<file path="config.mk">
export PLATFORM = sky130hd
export DESIGN_NAME = word_stream_multiplicative_hash
export DESIGN_NICKNAME = d
export VERILOG_FILES = /design/src/wsmh_pkg.sv /design/src/wsmh_front.sv /design/src/wsmh_queue.sv /design/src/wsmh_back.sv /design/src/word_stream_multiplicative_hash.sv
export SDC_FILE = /design/constraint.sdc
export NUM_CORES = 1
export LEC_CHECK = 0
export ABC_AREA = 1
export BUFFER_PORTS_ARGS = -buffer_cell sky130_fd_sc_hd__buf_4
export CORE_AREA = 2 2 235 237
export CTS_BUF_LIST = sky130_fd_sc_hd__clkbuf_2
export CTS_CLUSTER_DIAMETER = 120
export DETAILED_ROUTE_END_ITERATION = 12
export DIE_AREA = 0 0 237 239
export HOLD_SLACK_MARGIN = 0.05
export PLACE_DENSITY = 0.73
export SETUP_SLACK_MARGIN = 0.05
export SYNTH_ARGS = -nofsm -noshare
export SYNTH_HDL_FRONTEND = slang
export SYNTH_SLANG_ARGS = --single-unit
</file>
<file path="constraint.sdc">
create_clock -name clk -period 8.6 [get_ports clk]
set_input_delay 1.29 -clock clk [delete_from_list [all_inputs] [get_ports clk]]
set_output_delay 1.29 -clock clk [all_outputs]
set_load 0.01 [all_outputs]
</file>
<file path="src/wsmh_pkg.sv">
`timescale 1ns / 1ps
// ----------------------------------------------------------------------------
// wsmh_pkg: shared definitions for the word stream multiplicative hash
// Constants, the queued item format and the queue status bundle.
// ----------------------------------------------------------------------------
package wsmh_pkg;

  localparam int unsigned WORD_W     = 32;
  localparam int unsigned COUNT_W    = 3;
  localparam int unsigned IN_TDATA_W = 72;   // 67 payload bits padded to 9 bytes
  localparam int unsigned OUT_TDATA_W = 32;

  localparam logic [WORD_W-1:0] HASH_MULT  = 32'hc6a4a793;
  localparam logic [WORD_W-1:0] SEED_RESET = 32'hbc9f1d34;
  localparam int unsigned WORD_SHIFT = 16;
  localparam int unsigned TAIL_SHIFT = 24;

  localparam logic [COUNT_W-1:0] FULL_COUNT = 3'd4;

  localparam int unsigned QDEPTH  = 2;
  localparam int unsigned QADDR_W = (QDEPTH > 1) ? $clog2(QDEPTH) : 1;
  localparam int unsigned QCNT_W  = $clog2(QDEPTH + 1);

  // How the back end folds an item into the running hash.
  typedef enum logic [1:0] {
    MIX_NONE = 2'd0,
    MIX_WORD = 2'd1,
    MIX_TAIL = 2'd2
  } mix_kind_t;

  typedef struct packed {
    logic [WORD_W-1:0] word;
    logic [WORD_W-1:0] len;
    logic              first;
    logic              last;
    mix_kind_t         mix;
  } item_t;

  typedef struct packed {
    logic              full;
    logic              empty;
    logic [QCNT_W-1:0] cnt;
  } q_status_t;

endpackage

</file>
<file path="src/wsmh_front.sv">
`timescale 1ns / 1ps
// ----------------------------------------------------------------------------
// wsmh_front: input acceptance and item classification
// Unpacks an input beat, decides how it is mixed and masks tail bytes.
// ----------------------------------------------------------------------------
module wsmh_front (
  input  logic                              in_tvalid,
  output logic                              in_tready,
  input  logic [wsmh_pkg::IN_TDATA_W-1:0]   in_tdata,
  input  logic                              in_tuser,
  input  logic                              in_tlast,
  input  wsmh_pkg::q_status_t               q_status,
  output logic                              q_push,
  output wsmh_pkg::item_t                   q_item
);

  logic [wsmh_pkg::WORD_W-1:0]  word;
  logic [wsmh_pkg::COUNT_W-1:0] byte_count;
  logic [wsmh_pkg::WORD_W-1:0]  len;

  assign word       = in_tdata[31:0];
  assign byte_count = in_tdata[34:32];
  assign len        = in_tdata[66:35];

  assign in_tready = !q_status.full;
  assign q_push    = in_tvalid && !q_status.full;

  always_comb begin
    q_item.first = in_tuser;
    q_item.last  = in_tlast;
    q_item.len   = len;
    q_item.word  = word;
    q_item.mix   = wsmh_pkg::MIX_WORD;
    // Short counts only matter on the last beat; elsewhere the full word is mixed.
    if (in_tlast) begin
      case (byte_count)
        3'd0: begin
          q_item.mix = wsmh_pkg::MIX_NONE;
        end
        3'd1: begin
          q_item.mix  = wsmh_pkg::MIX_TAIL;
          q_item.word = {24'd0, word[7:0]};
        end
        3'd2: begin
          q_item.mix  = wsmh_pkg::MIX_TAIL;
          q_item.word = {16'd0, word[15:0]};
        end
        3'd3: begin
          q_item.mix  = wsmh_pkg::MIX_TAIL;
          q_item.word = {8'd0, word[23:0]};
        end
        default: begin
          q_item.mix = wsmh_pkg::MIX_WORD;
        end
      endcase
    end
  end

endmodule

</file>
<file path="src/wsmh_queue.sv">
`timescale 1ns / 1ps
// ----------------------------------------------------------------------------
// wsmh_queue: short item queue between front and back
// Register based FIFO; the head entry is visible while not empty.
// ----------------------------------------------------------------------------
module wsmh_queue (
  input  logic                clk,
  input  logic                rst_n,
  input  logic                push,
  input  wsmh_pkg::item_t     push_item,
  input  logic                pop,
  output wsmh_pkg::item_t     head_item,
  output wsmh_pkg::q_status_t status
);

  localparam logic [wsmh_pkg::QADDR_W-1:0] LAST_SLOT =
    wsmh_pkg::QADDR_W'(wsmh_pkg::QDEPTH - 1);
  localparam logic [wsmh_pkg::QCNT_W-1:0] DEPTH_CNT =
    wsmh_pkg::QCNT_W'(wsmh_pkg::QDEPTH);

  wsmh_pkg::item_t                mem_r [wsmh_pkg::QDEPTH];
  logic [wsmh_pkg::QADDR_W-1:0]   wr_ptr_r, wr_ptr_nxt;
  logic [wsmh_pkg::QADDR_W-1:0]   rd_ptr_r, rd_ptr_nxt;
  logic [wsmh_pkg::QCNT_W-1:0]    cnt_r, cnt_nxt;
  logic                           do_push, do_pop;

  assign status.full  = (cnt_r == DEPTH_CNT);
  assign status.empty = (cnt_r == '0);
  assign status.cnt   = cnt_r;
  assign head_item    = mem_r[rd_ptr_r];

  assign do_push = push && !status.full;
  assign do_pop  = pop && !status.empty;

  always_comb begin
    wr_ptr_nxt = wr_ptr_r;
    rd_ptr_nxt = rd_ptr_r;
    cnt_nxt    = cnt_r;
    if (do_push) begin
      wr_ptr_nxt = (wr_ptr_r == LAST_SLOT) ? '0 : wr_ptr_r + 1'b1;
    end
    if (do_pop) begin
      rd_ptr_nxt = (rd_ptr_r == LAST_SLOT) ? '0 : rd_ptr_r + 1'b1;
    end
    if (do_push && !do_pop) begin
      cnt_nxt = cnt_r + 1'b1;
    end else if (do_pop && !do_push) begin
      cnt_nxt = cnt_r - 1'b1;
    end
  end

  always_ff @(posedge clk) begin
    if (!rst_n) begin
      wr_ptr_r <= '0;
      rd_ptr_r <= '0;
      cnt_r    <= '0;
    end else begin
      wr_ptr_r <= wr_ptr_nxt;
      rd_ptr_r <= rd_ptr_nxt;
      cnt_r    <= cnt_nxt;
    end
  end

  always_ff @(posedge clk) begin
    if (do_push) begin
      mem_r[wr_ptr_r] <= push_item;
    end
  end

endmodule

</file>
<file path="src/wsmh_back.sv">
`timescale 1ns / 1ps
// ----------------------------------------------------------------------------
// wsmh_back: hash sequencer and result register
// Runs add, multiply and shift-xor on one shared multiplier, holds the
// seed register and the output beat.
// ----------------------------------------------------------------------------
module wsmh_back (
  input  logic                               clk,
  input  logic                               rst_n,
  input  logic                               cfg_valid,
  input  logic [wsmh_pkg::WORD_W-1:0]        cfg_data,
  input  wsmh_pkg::q_status_t                q_status,
  input  wsmh_pkg::item_t                    q_item,
  output logic                               q_pop,
  output logic                               out_tvalid,
  input  logic                               out_tready,
  output logic [wsmh_pkg::OUT_TDATA_W-1:0]   out_tdata
);

  typedef enum logic [1:0] {
    ST_IDLE,
    ST_SEED,
    ST_MUL,
    ST_EMIT
  } state_t;

  state_t                       state_r, state_nxt;
  logic [wsmh_pkg::WORD_W-1:0]  seed_r, seed_nxt;
  logic [wsmh_pkg::WORD_W-1:0]  hash_r, hash_nxt;
  logic [wsmh_pkg::WORD_W-1:0]  prod_r, prod_nxt;
  logic [wsmh_pkg::WORD_W-1:0]  sum_r, sum_nxt;
  logic [wsmh_pkg::WORD_W-1:0]  word_r, word_nxt;
  logic                         pend_r, pend_nxt;
  logic                         tail_r, tail_nxt;
  logic                         last_r, last_nxt;
  logic                         skip_r, skip_nxt;
  logic                         out_valid_r, out_valid_nxt;
  logic [wsmh_pkg::WORD_W-1:0]  out_data_r, out_data_nxt;

  logic [wsmh_pkg::WORD_W-1:0]  mix_hash;
  logic [wsmh_pkg::WORD_W-1:0]  hash_cur;
  logic [wsmh_pkg::WORD_W-1:0]  seeded;
  logic [wsmh_pkg::WORD_W-1:0]  mul_a;
  logic [wsmh_pkg::WORD_W-1:0]  mul_p;

  // The last product is folded lazily: the shift-xor happens when the
  // running hash is next read.
  assign mix_hash = tail_r ? (prod_r ^ (prod_r >> wsmh_pkg::TAIL_SHIFT))
                           : (prod_r ^ (prod_r >> wsmh_pkg::WORD_SHIFT));
  assign hash_cur = pend_r ? mix_hash : hash_r;
  assign seeded   = seed_r ^ prod_r;

  // One shared multiplier: the length on a first beat, the sum otherwise.
  assign mul_a = (state_r == ST_MUL) ? sum_r : q_item.len;
  assign mul_p = mul_a * wsmh_pkg::HASH_MULT;

  assign q_pop      = (state_r == ST_IDLE) && !q_status.empty;
  assign out_tvalid = out_valid_r;
  assign out_tdata  = out_data_r;

  always_comb begin
    state_nxt     = state_r;
    seed_nxt      = cfg_valid ? cfg_data : seed_r;
    hash_nxt      = hash_r;
    prod_nxt      = prod_r;
    sum_nxt       = sum_r;
    word_nxt      = word_r;
    pend_nxt      = pend_r;
    tail_nxt      = tail_r;
    last_nxt      = last_r;
    skip_nxt      = skip_r;
    out_valid_nxt = out_valid_r && !out_tready;
    out_data_nxt  = out_data_r;

    case (state_r)
      ST_IDLE: begin
        if (!q_status.empty) begin
          hash_nxt = hash_cur;
          pend_nxt = 1'b0;
          word_nxt = q_item.word;
          last_nxt = q_item.last;
          skip_nxt = (q_item.mix == wsmh_pkg::MIX_NONE);
          if (q_item.first) begin
            prod_nxt  = mul_p;
            state_nxt = ST_SEED;
          end else begin
            tail_nxt = (q_item.mix == wsmh_pkg::MIX_TAIL);
            sum_nxt  = hash_cur + q_item.word;
            state_nxt = (q_item.mix == wsmh_pkg::MIX_NONE) ? ST_EMIT : ST_MUL;
          end
        end
      end
      ST_SEED: begin
        hash_nxt  = seeded;
        sum_nxt   = seeded + word_r;
        state_nxt = skip_r ? ST_EMIT : ST_MUL;
      end
      ST_MUL: begin
        prod_nxt  = mul_p;
        pend_nxt  = 1'b1;
        state_nxt = last_r ? ST_EMIT : ST_IDLE;
      end
      ST_EMIT: begin
        if (!out_valid_r || out_tready) begin
          out_valid_nxt = 1'b1;
          out_data_nxt  = hash_cur;
          hash_nxt      = hash_cur;
          pend_nxt      = 1'b0;
          state_nxt     = ST_IDLE;
        end
      end
      default: begin
        state_nxt = ST_IDLE;
      end
    endcase

    // The tail flag of a first beat is taken at pop time as well.
    if ((state_r == ST_IDLE) && !q_status.empty && q_item.first) begin
      tail_nxt = (q_item.mix == wsmh_pkg::MIX_TAIL);
    end
  end

  always_ff @(posedge clk) begin
    if (!rst_n) begin
      state_r     <= ST_IDLE;
      seed_r      <= wsmh_pkg::SEED_RESET;
      hash_r      <= '0;
      pend_r      <= 1'b0;
      out_valid_r <= 1'b0;
    end else begin
      state_r     <= state_nxt;
      seed_r      <= seed_nxt;
      hash_r      <= hash_nxt;
      pend_r      <= pend_nxt;
      out_valid_r <= out_valid_nxt;
    end
    prod_r     <= prod_nxt;
    sum_r      <= sum_nxt;
    word_r     <= word_nxt;
    tail_r     <= tail_nxt;
    last_r     <= last_nxt;
    skip_r     <= skip_nxt;
    out_data_r <= out_data_nxt;
  end

endmodule

</file>
<file path="src/word_stream_multiplicative_hash.sv">
`timescale 1ns / 1ps
// ----------------------------------------------------------------------------
// word_stream_multiplicative_hash: 32-bit multiplicative stream hash
// Hashes a message delivered as little-endian 32-bit words.
// ----------------------------------------------------------------------------
//  Channel  Direction  Payload
//  in_      slave      tdata: data_word, byte_count, total_length; tuser: first;
//                      tlast: last
//  out_     master     tdata: hash_value, emitted once per message on the last beat
//  cfg_     slave      cfg_data: seed, always ready
//
// In the back end a full word is added, then multiplied on the shared 32x32
// multiplier; a first beat adds a step for the length product and a last beat
// adds a step to load the output register.
// Reset is synchronous and active low; the seed returns to 0xbc9f1d34.
// A two-entry queue lets input beats be taken while the back end is busy, and
// the output register lets the next message proceed while a result waits.
// ----------------------------------------------------------------------------
module word_stream_multiplicative_hash (
  input  logic                               clk,
  input  logic                               rst_n,
  // in_tdata: [31:0] data_word, [34:32] byte_count, [66:35] total_length,
  // [71:67] zero
  input  logic                               in_tvalid,
  output logic                               in_tready,
  input  logic [wsmh_pkg::IN_TDATA_W-1:0]    in_tdata,
  // in_tuser: [0] first
  input  logic                               in_tuser,
  input  logic                               in_tlast,
  // out_tdata: [31:0] hash_value
  output logic                               out_tvalid,
  input  logic                               out_tready,
  output logic [wsmh_pkg::OUT_TDATA_W-1:0]   out_tdata,
  input  logic                               cfg_valid,
  output logic                               cfg_ready,
  input  logic [wsmh_pkg::WORD_W-1:0]        cfg_data
);

  wsmh_pkg::q_status_t q_status;
  wsmh_pkg::item_t     push_item;
  wsmh_pkg::item_t     head_item;
  logic                q_push;
  logic                q_pop;

  assign cfg_ready = 1'b1;

  wsmh_front u_front (
    .in_tvalid (in_tvalid),
    .in_tready (in_tready),
    .in_tdata  (in_tdata),
    .in_tuser  (in_tuser),
    .in_tlast  (in_tlast),
    .q_status  (q_status),
    .q_push    (q_push),
    .q_item    (push_item)
  );

  wsmh_queue u_queue (
    .clk       (clk),
    .rst_n     (rst_n),
    .push      (q_push),
    .push_item (push_item),
    .pop       (q_pop),
    .head_item (head_item),
    .status    (q_status)
  );

  wsmh_back u_back (
    .clk        (clk),
    .rst_n      (rst_n),
    .cfg_valid  (cfg_valid),
    .cfg_data   (cfg_data),
    .q_status   (q_status),
    .q_item     (head_item),
    .q_pop      (q_pop),
    .out_tvalid (out_tvalid),
    .out_tready (out_tready),
    .out_tdata  (out_tdata)
  );

  // The queue never holds more than its depth.
  assert property (@(posedge clk) disable iff (!rst_n)
    q_status.cnt <= wsmh_pkg::QCNT_W'(wsmh_pkg::QDEPTH))
    else $error("queue count exceeds depth");

  // The back end only pops a present entry.
  assert property (@(posedge clk) disable iff (!rst_n)
    q_pop |-> !q_status.empty)
    else $error("pop from empty queue");

  // A push without a pop grows the queue by exactly one entry.
  assert property (@(posedge clk) disable iff (!rst_n)
    (q_push && !q_pop) |=> (q_status.cnt == $past(q_status.cnt) + 1'b1))
    else $error("queue count did not follow a push");

endmodule
</file>
==> results.txt, run 1 <==
The flow ran to the end, and the final reports show no timing, DRC or antenna violations. Setup repair after global routing left no endpoint under its margin. After clock tree synthesis, the clock-pin slew on the worst setup and hold paths is 0.11 ns. The path class of the tightest hold or removal check is in2reg. After routing the design area is 29290 µm². Counting tap cells, the placed design contains a total of 3742 instances. The fraction of layout cells with a size suffix above 1 is 11.68%.

The area of the core is 54340 µm². Launching instance or port of the critical path: u_back.state_r[1]. The depth of the worst register-to-register path was 26. The average instance in the mapped netlist occupies 9.053 µm². The detail-routed net length per standard cell is 19.40 µm.

The number of hold violations in the final report came out at 0. After global routing the overflow that remains totals 0. The count of cells in the finished layout, fillers not included, comes to 3908. The area of the die was 56640 µm².

The clock arrives with 0.08772 ns of skew. The worst hold path stage count is 1, and the buffer depth of the longest clock path is 3. The Yosys step of the flow raised 0 warnings. The number of hold buffers added after CTS was 0; the cell area after placement was 28460 µm². The worst setup path is captured at a flop. The final-report max-slew violation count was 0; the initial antenna violation count was 3.

The netlist area before placement is 26370 µm², and the horizontal die dimension is 237 µm. The run gives 70 as the largest net degree at the start of global routing. The worst reg-to-reg setup slack was 0.82 ns; the number of storage elements in the synthesis netlist was 340. Critical register-to-register path startpoint: u_back.state_r[1].

Max-cap violations in this run came to 0. The clock latency at the later pin of the worst-skew pair is 1.08 ns. The most frequently used flop master after synthesis is edfxtp_1. For this configuration, the core starts out at a cell density of 48.53%.

Sequential elements use 35.94% of the synthesized area. For the top-level port count, the log shows 146. The start-to-end type of the worst setup path was reg2reg.

For this run, the detailed router's first-pass iteration total came to 5. At the pin with the least slew margin, the transition time is 1.137 ns. In this run the most critical hold path is launched from in_tdata[5]. After technology mapping, the gate count stands at 2913. The run gives 3 as the CTS H-tree depth. The area growth from synthesis to layout works out to 11.06%. The share of the clock period used by the worst path works out to 90.48%.

For the first-pass GRT wire length, the log shows 116000 µm. The total of buffers placed on input and output ports is 139, and the routability-driven placement congestion ratio is 0.9977. For this run, asynchronously set or reset flops after synthesis account for 0%. The run gives 340 as the clock net sink count.

Data on the critical path is required at its endpoint by 9.39 ns. Along the worst path, the maximum fanout reaches 43. Dividing the detail-routed via count by the number of cells gives 5.349.

The run gives 20450 as the number of global-route vias before repair. The final layout contains routed wiring with a total length of 75800 µm. Headroom to the max-slew limit came out at 24.01%. The capturing point of the worst reg2reg path is u_back.prod_r[29]. The die boundary height works out to 239 µm. In this run the post-CTS setup repair buffer count came out at 0. The number of failing setup endpoints in the final timing report came out at 0. The number of design-rule violations left by the first detailed-router iteration is 2467. The worst setup path is launched from a flop. The tree is rooted in a clkbuf_2. The number of antenna-violating nets in the routed design was 0.

The endpoint with the worst hold slack is u_queue.mem_r[0][41]. The total track usage was 27.25%; the number of standard-cell rows in the floorplan was 86. The wire-length estimate of the detail-placed layout is 60090 µm. Post-CTS repair changed the size of 0 cells. The logs give 128.5 MHz for the highest attainable clock frequency and 8.57 ns for the arrival time at the worst endpoint.

The DRC violation count after routing was 0; the net count after synthesis was 3506. Yosys mapped a number of flops with a built-in enable equal to 267. Counting distinct cell types in the post-synthesis netlist gives 49. The final period demand of the worst path was 7.781 ns; the number of buffers created by CTS was 90. TritonCTS built the clock tree. After routing, the total negative slack on setup checks comes to 0 ns. Across all layers, the routed design uses 20900 vias. At the end of the flow the core is filled with cells to 53.90%.

The final net count came out at 3723.
-- cell usage after synthesis, types with 8 or more instances --
cell type	n	share of area, %
a21o_1	13	0.37
a21oi_1	189	3.6
a31oi_1	22	0.52
clkbuf_1	43	0.61
dfxtp_1	73	5.5
edfxtp_1	267	30
fa_1	177	13
ha_1	305	14
inv_1	489	7.0
nand2_1	614	8.7
nand3_1	93	1.8
nand4_1	20	0.47
nor2_1	183	2.6
nor3_1	10	0.19
o211ai_1	13	0.37
o21a_1	9	0.26
o21ai_0	186	3.5
o21bai_1	8	0.23
or2_2	15	0.36
xnor2_1	32	1.1
xor2_1	72	2.4
-- registers in the layout, indices dropped and copies added (netlist names), 2 cells and up, named ones only --
| name | flops |
|---|---|
| u_queue.mem_r | 136 |
| u_back.hash_r | 32 |
| u_back.out_tdata | 32 |
| u_back.prod_r | 32 |
| u_back.seed_r | 32 |
| u_back.sum_r | 32 |
| u_back.word_r | 32 |
| u_back.state_r | 2 |
| u_queue.cnt_r | 2 |
-- worst max-delay path by stage --
stage          cells after the start  slack (ns)                 to
2_1_floorplan                     25        1.35  u_back.prod_r[30]
3_3_place_gp                      22        0.99  u_back.prod_r[30]
3_5_place_dp                      26        0.91  u_back.prod_r[29]
4_1_cts                           26        0.85  u_back.prod_r[29]
5_1_grt                           26        0.43  u_back.prod_r[29]
6_report                          26        0.82  u_back.prod_r[29]
-- layout by cell type (no fill, tap or decap), types with 32 or more instances in the layout --
master / synthesis / layout
xnor2_1: 32 / 32
nand2_1: 614 / 614
a21oi_1: 189 / 187
inv_1: 489 / 488
fa_1: 177 / 177
nor2_1: 183 / 179
nand3_1: 93 / 93
xor2_1: 72 / 72
ha_1: 305 / 305
o21ai_0: 186 / 182
clkbuf_2: 0 / 131
edfxtp_1: 267 / 267
buf_4: 4 / 187
dfxtp_1: 73 / 72
-- metrics by stage --
stage / hold WS (ns) / setup WS (ns)
finish: 0.4003 / 0.8188
floorplan: 0.4257 / 1.355
global placement: 0.4347 / 0.9861
CTS: 0.2742 / 0.8504
detailed placement: 0.4512 / 0.9055
global route: 0.3123 / 0.4288
-- layout make-up --
class,instances,area (µm²)
Fill cell,4927,25050
Multi-Input combinational cell,2017,14820
Sequential cell,340,9480
Inverter,493,1853
Timing Repair Buffer,188,1424
Tap cell,704,880.8
Clock buffer,131,655.6
Clock inverter,34,176.4
Antenna cell,1,2.502
-- cells by family after synthesis --
family	share of synthesized area, %
AO/OA/AOI/OAI	9.773
XOR/XNOR	3.454
adder cells (fa/ha/maj)	27.91
buffers and inverters	8.122
flip-flops	35.94
other	0.01422
AND/OR/NAND/NOR	14.79
-- worst max-delay path: stages (launching register included) --
cell     delay, ns
dfxtp_1       0.55
nand2_4       0.35
inv_4         0.35
a21oi_1       0.08
a21oi_1       0.47
buf_4         0.36
fa_1          0.44
ha_1          0.23
fa_1          0.48
inv_1         0.05
fa_1          0.48
inv_1         0.06
fa_1          0.46
ha_1          0.31
fa_1          0.49
inv_1         0.06
fa_1          0.48
inv_1         0.04
ha_1          0.34
a21oi_1       0.26
o21a_1        0.16
o21a_1        0.13
nand3_1       0.15
nand2_1       0.10
nand2_1       0.08
a21oi_1       0.20
xor2_1        0.33
-- metal layers --
layer | share of wire, % | vias up | track usage [%]
li1 | - | 10050 | -
met1 | 44 | 9837 | 38.61
met2 | 44 | 888 | 42.36
met3 | 8.5 | 133 | 3.972
met4 | 3.6 | 0 | 10.47
met5 | 0 | - | 0
Power of run 1 is not shown: default switching activity piles up to over one toggle a cycle in this logic, so the estimate is an artifact.
==> run 2, diff against run 1 <==
Settings changed: PLACE_DENSITY 0.73 to 0.66.
==> results.txt, run 2 (same netlist as run 1, synthesis figures left out) <==
The horizontal die dimension came out at 237 µm (unchanged). For the final net count, the log shows 3729 (+0.16%). The top-level port count is 146 (unchanged). The sum of routed wire length over all layers is 82440 µm (+8.8%), and the final period demand of the worst path is 7.771 ns (-0.009838 ns).

For this design, the slowest cell found on the critical path is dfxtp_1. The first-pass GRT wire length came out at 124400 µm (+7.3%). Reported max-cap violation count: 0 (unchanged).

The HPWL after detailed placement was 65890 µm (+9.7%). The signal on the critical path passes through nand2_4 -> inv_4 -> nand2_2 -> nand2_1 -> fa_1 -> ha_1 -> fa_1 -> inv_1 -> fa_1 -> inv_1 -> fa_1 -> inv_1 -> fa_1 -> inv_1 -> fa_1 -> fa_1 -> ha_1 -> a21oi_1 -> o21ai_0 -> a21oi_1 -> nand3_1 -> a21oi_1 -> o21ai_0 -> xor2_1. The area of the die is 56640 µm² (unchanged). The number of flip-flops in the largest register came out at 136 (unchanged).

The share of the clock period used by the worst path was 90.36% (-0.11 points). Capturing point of the worst reg2reg path: u_back.prod_r[30]. The worst hold path terminates at u_back.seed_r[5]. The most common cell type on the critical path was fa_1. The setup fix buffers added after clock tree synthesis came out at 0 (unchanged).

The tools report the number of buffers created by CTS as 91 (+1.1%). The total of buffers placed on input and output ports was 139 (unchanged); the final core utilization was 53.98% (+0.074 points). The run gives 3747 (+0.13%) as the cell count after placement.

TritonCTS built the clock tree. The fraction of layout cells with a size suffix above 1 was 12.20% (+0.52 points). The final-report max-slew violation count came out at 0 (unchanged). The detail-routed net length per standard cell was 21.07 µm (+8.6%); the endpoint required time on the critical path was 9.43 ns (+0.04 ns).

The logs give 128.7 MHz (+0.13%) for the highest attainable clock frequency and 8.60 ns (+0.03 ns) for the arrival time at the worst endpoint. Final sum of negative setup slack: 0 ns (unchanged). The total overflow reported by the global router came out at 0 (unchanged). The count of placed standard cells in the final layout, fillers left out was 3913 (+0.13%); the clock net sink count was 340 (unchanged). The worst setup path is captured at a flop. Worst max-slew margin expressed relative to the limit: 14.12% (-9.9 points).

The run finished with clean final reports. The via count normalized by instance count works out to 5.426 (+1.4%). The startpoint identified for the worst hold timing path is cfg_data[5]. The area growth from synthesis to layout is 11.22%, and the number of hold violations in the final report is 0 (unchanged).

The run gives 1563 (-37%) as the number of design-rule violations left by the first detailed-router iteration. In the layout the commonest cells are 614 x nand2_1, 488 x inv_1, 305 x ha_1, 267 x edfxtp_1, 193 x buf_4. The worst hold path stage count was 3 (+2). The number of standard-cell rows in the floorplan was 86 (unchanged); the clock latency at the later pin of the worst-skew pair was 1.12 ns (+0.04 ns). The category of the worst setup path launch point was a flop.

The CTS H-tree depth was 3 (unchanged). The worst reg-to-reg setup slack came out at 0.83 ns (about the same). The setup path with the least slack is of type reg2reg.

The number of global-route vias before repair is 21320 (+4.2%). The run gives 0 (unchanged) as the number of gates resized after CTS. The routability-driven placement congestion ratio came out at 0.9498 (-4.8%).

The tools report the number of antenna-violating nets in the routed design as 0 (unchanged). The top register by number of flip-flops is u_queue.mem_r. The depth of the worst register-to-register path was 24 (-7.7%); the total number of vias was 21230 (+1.6%).

The tools report the fill cell total of the finished layout as 5035 (+2.2%). CTS placed an instance of clkbuf_2 at the clock tree root. The clock-pin slew on the worst setup and hold paths works out to 0.11 ns (about the same). The biggest fanout along the worst timing path is 43 (unchanged). Critical register-to-register path startpoint: u_back.state_r[1]. The logs give 6 (+1) for the number of iterations in the first detailed-routing pass and 5 (+2) for the initial antenna violation count. Die boundary height: 239 µm (unchanged). The post-route clock skew came out at 0.1081 ns (+0.02043 ns). Starting density of the core: 48.53% (unchanged). The classification of the worst-slack hold path is in2reg. Setup repair after global routing left no endpoint under its margin. For the number of failing setup endpoints in the final timing report, the log shows 0 (unchanged). The run gives 0 (unchanged) as the DRC violation count after routing.

Number of hold buffers added after CTS: 0 (unchanged). The critical path's largest stage delay was 0.57 ns (+0.02 ns); the total track usage was 29.51% (+2.3 points). The library cell used most frequently in the layout, excluding fill and tap cells, is nand2_1.

The tools report the area of the core as 54340 µm² (unchanged). The slew at the pin closest to its max-slew limit is 1.256 ns (+0.1184 ns), and the largest net degree at the start of global routing is 70 (unchanged). The buffer depth of the longest clock path was 3 (unchanged).
-- run 2: cell types whose count changed in the layout (fill, tap and decap cells not counted) --
cell | before | now
buf_12 | 1 | 0
buf_4 | 187 | 193
clkbuf_2 | 131 | 142
clkinv_1 | 25 | 12
clkinv_2 | 4 | 3
clkinv_4 | 1 | 0
clkinvlp_4 | 2 | 1
diode_2 | 1 | 3
inv_2 | 4 | 5
inv_6 | 1 | 3
o21ai_1 | 11 | 10
o21ai_2 | 0 | 1
-- run 2: layout make-up --
class,count,area (µm²),area share (%)
antenna,3,7.507,0.02560
clock buffer,142,710.7,2.423
clock inverter,21,127.6,0.4351
inverter,493,1853,6.318
multi-input combinational,2017,14820,50.53
sequential,340,9480,32.32
tap,704,880.8,3.003
timing repair buffer,193,1449,4.940
-- run 2: worst max-delay path by stage --
stage                      start           endpoint  depth (start not counted)
4_1_cts        u_back.state_r[1]  u_back.prod_r[30]                         25
3_3_place_gp   u_back.state_r[1]  u_back.prod_r[30]                         25
2_1_floorplan               flop  u_back.prod_r[30]                         25
3_5_place_dp   u_back.state_r[1]  u_back.prod_r[30]                         25
5_1_grt        u_back.state_r[1]  u_back.prod_r[30]                         24
6_report       u_back.state_r[1]  u_back.prod_r[30]                         24
-- run 2: per-layer routing --
metal  wire, µm  global-route usage (%)
met1      33600                   36.41
met2      39920                   50.77
met3       4472                   3.903
met4       4443                   15.25
met5          9                       0
-- run 2: worst max-delay path: cells and delay by family, from the launching register on --
family | cells | cell delay, ns
AOI/OAI and AO/OA | 5 | 0.92
xor gates and xnor gates | 1 | 0.15
adders and majority gates | 9 | 4.05
buffers and inverters | 5 | 0.57
DFF | 1 | 0.57
and+or+nand+nor | 4 | 1.23
-- run 2: per-stage QoR --
| step | hold slack, ns | worst slack, ns | instance area [µm²] |
|---|---|---|---|
| floorplan | 0.4257 | 1.355 | 26370 |
| global placement | 0.4279 | 0.9706 | 28480 |
| detailed placement | 0.4374 | 0.8467 | 28480 |
| CTS | 0.2705 | 0.8395 | 29320 |
| global route | 0.2917 | 0.3662 | 29330 |
| finish | 0.3730 | 0.8287 | 29330 |
Power of run 2 is left out for the same reason.
